### config.mk
export PLATFORM = sky130hd
export DESIGN_NAME = fatc_front
export DESIGN_NICKNAME = d
export VERILOG_FILES = /design/src/rtl/fatc_pkg.sv /design/src/rtl/fatc_front.sv
export SDC_FILE = /design/constraint.sdc
export NUM_CORES = 1
export LEC_CHECK = 0
export BUFFER_PORTS_ARGS = -buffer_cell sky130_fd_sc_hd__buf_2
export CAP_MARGIN = 20
export CORE_UTILIZATION = 47
export DETAILED_ROUTE_END_ITERATION = 12
export PLACE_DENSITY = 0.73
export SLEW_MARGIN = 20
export SYNTH_ARGS = -nofsm -noshare
export SYNTH_HDL_FRONTEND = slang
export SYNTH_SLANG_ARGS = --single-unit
### constraint.sdc
create_clock -name clk -period 7.6 [get_ports clk]
set_input_delay 0.76 -clock clk [delete_from_list [all_inputs] [get_ports clk]]
set_output_delay 0.76 -clock clk [all_outputs]
set_load 0.01 [all_outputs]
### src/rtl/fatc_pkg.sv
// Shared types and constants of the FAT cluster chain table.
package fatc_pkg;

  localparam logic [2:0] OP_READ   = 3'd0;
  localparam logic [2:0] OP_WRITE  = 3'd1;
  localparam logic [2:0] OP_ALLOC  = 3'd2;
  localparam logic [2:0] OP_CHAIN  = 3'd3;
  localparam logic [2:0] OP_FREE   = 3'd4;
  localparam logic [2:0] OP_COUNT  = 3'd5;

  localparam logic [27:0] LINK_FREE = 28'h0000000;
  localparam logic [27:0] EOC_MIN   = 28'hFFFFFF8;
  localparam logic [27:0] EOC_MARK  = 28'hFFFFFFF;

  typedef struct packed {
    logic [2:0]  op;
    logic        in_store;
    logic [27:0] cluster;
    logic [27:0] value;
  } fatc_cmd_t;

endpackage

### src/rtl/fatc_front.sv
// Front end: takes requests, checks store range and queues decoded commands.
module fatc_front
  import fatc_pkg::*;
#(
  parameter int TABLE_DEPTH = 4096
) (
  input  logic      clk,
  input  logic      rst,
  input  logic      in_valid,
  output logic      in_ready,
  input  logic [2:0]  op,
  input  logic [27:0] cluster,
  input  logic [27:0] value,
  output logic      cmd_valid,
  input  logic      cmd_ready,
  output fatc_cmd_t cmd
);

  fatc_cmd_t q [2];
  logic      wr_ptr, rd_ptr;
  logic [1:0] count;
  logic push, pop;

  assign in_ready  = (count != 2'd2);
  assign cmd_valid = (count != 2'd0);
  assign cmd       = q[rd_ptr];
  assign push      = in_valid && in_ready;
  assign pop       = cmd_valid && cmd_ready;

  always_ff @(posedge clk) begin
    if (push) begin
      q[wr_ptr].op       <= op;
      q[wr_ptr].in_store <= ({4'd0, cluster} < 32'(TABLE_DEPTH));
      q[wr_ptr].cluster  <= cluster;
      q[wr_ptr].value    <= value;
    end
    if (rst) begin
      wr_ptr <= 1'b0;
      rd_ptr <= 1'b0;
      count  <= 2'd0;
    end else begin
      if (push) wr_ptr <= ~wr_ptr;
      if (pop)  rd_ptr <= ~rd_ptr;
      count <= count + {1'b0, push} - {1'b0, pop};
    end
  end

endmodule

; Word level (Yosys, flattened, before mapping)
; Memory sizes are Yosys's and may differ from the RTL's. A register that Yosys moved wholly into a read port is not among the register bits.
; Index checks and enable logic that the tools add are counted.
[totals]
ff_bits = 4
ram_bits = 120
in_bits = 63
output_inout_bits = 62
wordCells = 17
mem_count = 1
[memory_table]
columns = name, words, width, rd, rd_clocked_by_memory_dff, wr, line_no
row1 = q, 2, 60, 1, 1, 1, fatc_front.sv:19  ; fatc_cmd_t q [2];
[op_classes]
add_sub_neg = 2
n_lt_le_gt_ge = 1
n_eq_ne = 1
mux = 4
bitwise_logic = 2
n_reduce_logical = 3
[op_table]
columns = operator, n
row1 = < comparator 28 x 13 -> 1 bit (second input constant), 1
row2 = two-way mux 1 bit, 4
row3 = adder 2 x 1 -> 2 bit, 1
row4 = logical AND 1 bit, 2
row5 = inequality test 2 bit (second input constant), 1
row6 = NOT 1 bit, 2
row7 = nonzero test 2 bit, 1
row8 = subtractor 2 x 1 -> 2 bit, 1

; Logic depth before layout (Yosys ltp)
[depth]
depth_word = 4
mapped_depth = 8
mapped_depth_nobuf = 8

; Worst setup path after synthesis
; OpenSTA, ideal clock, no wires.
[synth_timing]
path_kind = input to register
from = in in_valid
to = mem q[0][0] (netlist bit), enable pin
setup_ps = 478
t_arrival_ps = 3334
required_ps = 7122
setup_slack_ps = 3788
stages = 2
path_buffers = 0
path_cell_list = nand2_2 -> nor2_1
[synth_via]
elab_chain_cells = 3
[synth_lines]
columns = item, line_no
row1 = start: declaration, fatc_front.sv:9  ; input logic in_valid,
row2 = logical AND 1 bit, fatc_front.sv:27  ; assign push = in_valid && in_ready;
row3 = two-way mux 1 bit, fatc_front.sv:31  ; if (push) begin
row4 = two-way mux 1 bit (implied by the code), fatc_front.sv:35  ; q[wr_ptr].value <= value;
row5 = end: declaration, fatc_front.sv:19
; No other way between the ends.

==> impl_metrics.env <==
export IMPL_worstSkewPairLatency_ns=0.49
export IMPL_die_width_um=104
export IMPL_drive_above_1_share_pct=60.3
export IMPL_design_area_um2=6180
export IMPL_fp_dieH_um=104
export IMPL_first_iter_violations=61
export IMPL_drtAntennaViolNets=0
export IMPL_io_pins=125
export IMPL_setup_tns_ns=0
export IMPL_dr_pass1_iters=4
export IMPL_synth_area_um2=4900
export IMPL_vdd_drop_max_uv=229
export IMPL_cts_buffers=17
export IMPL_ys_seq_area_share_pct=75.5
export IMPL_crit_path_start_kind="flip-flop"
export IMPL_cellPowerDensity_nw_per_um2=351
export IMPL_power_leakage_nw=2.45
export IMPL_setup_viol_count_final=0
export IMPL_core_um2=9950
export IMPL_drv_cap=0
export IMPL_synthCells=216
export IMPL_crit_end="cmd[14]"
export IMPL_start_util_pct=49.2
export IMPL_slowest_stage="dfxtp_4"
export IMPL_most_common_layout_cells="buf_2, edfxtp_1, mux2_4"
export IMPL_hold_class="in -> reg"
export IMPL_fmax_mhz=365
export IMPL_slowest_delay_ns=0.62
export IMPL_finalHoldViolations=0
export IMPL_synthDistinctLibCells=19
export IMPL_grt_remaining_overflow=0
export IMPL_post_synth_top_area_fraction_pct=73.5
export IMPL_drt_wl_total_mm=7.72
export IMPL_crit_required_ns=6.84
export IMPL_drc=0
export IMPL_clock_path_buffers=2
export IMPL_post_cts_resized=0
export IMPL_min_period_over_period_pct=36.0
export IMPL_ys_ff_latch=125
export IMPL_dieArea_um2=10800
export IMPL_cts_tree="yes"
export IMPL_layout_commonest_cell="buf_2"
export IMPL_power_mw=2.17
export IMPL_finalCriticalPeriod_ns=2.74
export IMPL_cts_hold_buf=0
export IMPL_finalNonFillerCells=501
export IMPL_crit_path_end_kind="primary output"
export IMPL_synthTopCellsByArea="edfxtp_1, mux2_4, buf_12, dfxtp_1, ha_1"
export IMPL_num_nets_final=420
export IMPL_cts_sinks=125
export IMPL_skew_ns=0.00882
export IMPL_cp_arrival_ns=1.98
export IMPL_placed_cell_area_um2=5590
export IMPL_area_delta_synth_final_pct=26.2
export IMPL_io_buffer_count=124
export IMPL_placed_cells=468
export IMPL_tightest_slew_ns=0.829
export IMPL_grt_use_total_pct=14.9
export IMPL_r2r_setup_slack_ns=5.43
export IMPL_multi_input_area_um2=1070
export IMPL_cts_clk_slew_worst_paths_ns=0.05
export IMPL_grt_max_degree=61
export IMPL_rsz0062_at_grt="false"
export IMPL_num_fill_cells=730
export IMPL_status="complete, no violations"
export IMPL_num_rows=36
export IMPL_r2r_start="count[0]"
export IMPL_place_congestion=0.674
export IMPL_vias_per_cell=4.75
export IMPL_critical_path_class="reg -> out"
export IMPL_fin_util_pct=62.1
export IMPL_synth_top_area_cell="edfxtp_1"
export IMPL_antenna_found_initial=0
export IMPL_vias=2379
export IMPL_wl_per_cell_um=15.4
export IMPL_syn_num_nets=281
export IMPL_worst_path_max_fanout=39
export IMPL_dp_hpwl_mm=4.92
export IMPL_relSlewSlack_pct=44.6
export IMPL_reg2reg_depth=4
export IMPL_drv_slew=0
export IMPL_r2r_end="q[0][9]"
export IMPL_grt_pass1_wl_mm=11.9
export IMPL_synth_area_per_cell_um2=22.7
export IMPL_path_cells="buf_16, mux2_4, buf_2"
export IMPL_clock_tree_htree_level_count=4
export IMPL_diodes=0
export IMPL_yosys_warnings=0
export IMPL_grt_pass1_vias=2456
export IMPL_post_cts_buffers=0
export IMPL_clockRootBuffer="clkbuf_8"
export IMPL_final_seq_area_um2=3710
worst max-delay path, delay by kind of cell, from the launching register on:
family	cells	cell delay, ns
buffers and inverters	2	0.45
multiplexers	1	0.35
flip-flops	1	0.62
report_power, final:
part	internal, mW	leakage (nW)	total, mW	switching, mW
registers	0.868	1.16	0.915	0.0473
clock network	0.496	0.276	0.762	0.266
logic	0.267	1.01	0.493	0.227
total	1.63	2.45	2.17	0.540
registers in the layout, summed over array words and instances, names as in the netlist, named ones only:
register,cells
count,2
q,120
rd_ptr,1
wr_ptr,1
cells in the mapped netlist, drive strengths merged:
library cell and instances:
o21a 1, nor4 4, nand2 1, buf 7
and3 1, ha 2, xnor2 2, mux2 61
nand2b 1, dfxtp 5, nor2b 2, xor2 1
inv 1, edfxtp 120, or2 1, nor2 5
and4 1
per-layer routing:
metal | wire, um | up-vias | track usage, %
li1 | - | 1133 | -
met1 | 3290 | 1149 | 17.7
met2 | 3910 | 95 | 24.6
met3 | 500 | 2 | 5.76
met4 | 24 | 0 | 5.51
met5 | 0 | - | 0
final cells by class:
class	instances	share of cell area [%]
Inverter	1	0.0607
Multi-Input combinational cell	83	17.3
Clock inverter	12	2.37
Clock buffer	20	6.88
Timing Repair Buffer	127	10.7
Sequential cell	125	59.9
Tap cell	133	2.69
cells by family (layout without fill, tap and decap cells):
| kind of cell | Yosys count | count (layout) | synth area share (%) |
|---|---|---|---|
| xor gates and xnor gates | 3 | 3 | 0.536 |
| buffers and inverters | 8 | 160 | 2.76 |
| muxes | 61 | 61 | 18.6 |
| adders and majority gates | 2 | 2 | 0.510 |
| and+or+nand+nor | 16 | 16 | 1.89 |
| AOI/OAI and AO/OA | 1 | 1 | 0.153 |
| DFF | 125 | 125 | 75.5 |
worst min-delay path by stage:
| stage | startpoint | end | slack (ns) | cells after the start |
|---|---|---|---|---|
| 6_report | value[26] | q[0][26] | 0.45 | 1 |
| 5_1_grt | cluster[1] | q[1][29] | 0.42 | 1 |
| 4_1_cts | value[26] | q[0][26] | 0.42 | 1 |
| 3_5_place_dp | rd_ptr | flip-flop | 0.52 | 2 |
| 3_3_place_gp | rd_ptr | flip-flop | 0.49 | 2 |
| 2_1_floorplan | rd_ptr | flip-flop | 0.48 | 2 |
through the flow:
stage	hold slack (ns)	setup slack [ns]
2_1_floorplan	0.481	3.79
3_3_place_gp	0.495	5.07
3_5_place_dp	0.524	5.03
4_1_cts	0.418	4.64
5_1_grt	0.424	4.78
6_report	0.452	4.86
(Power assumes the default switching activity.)
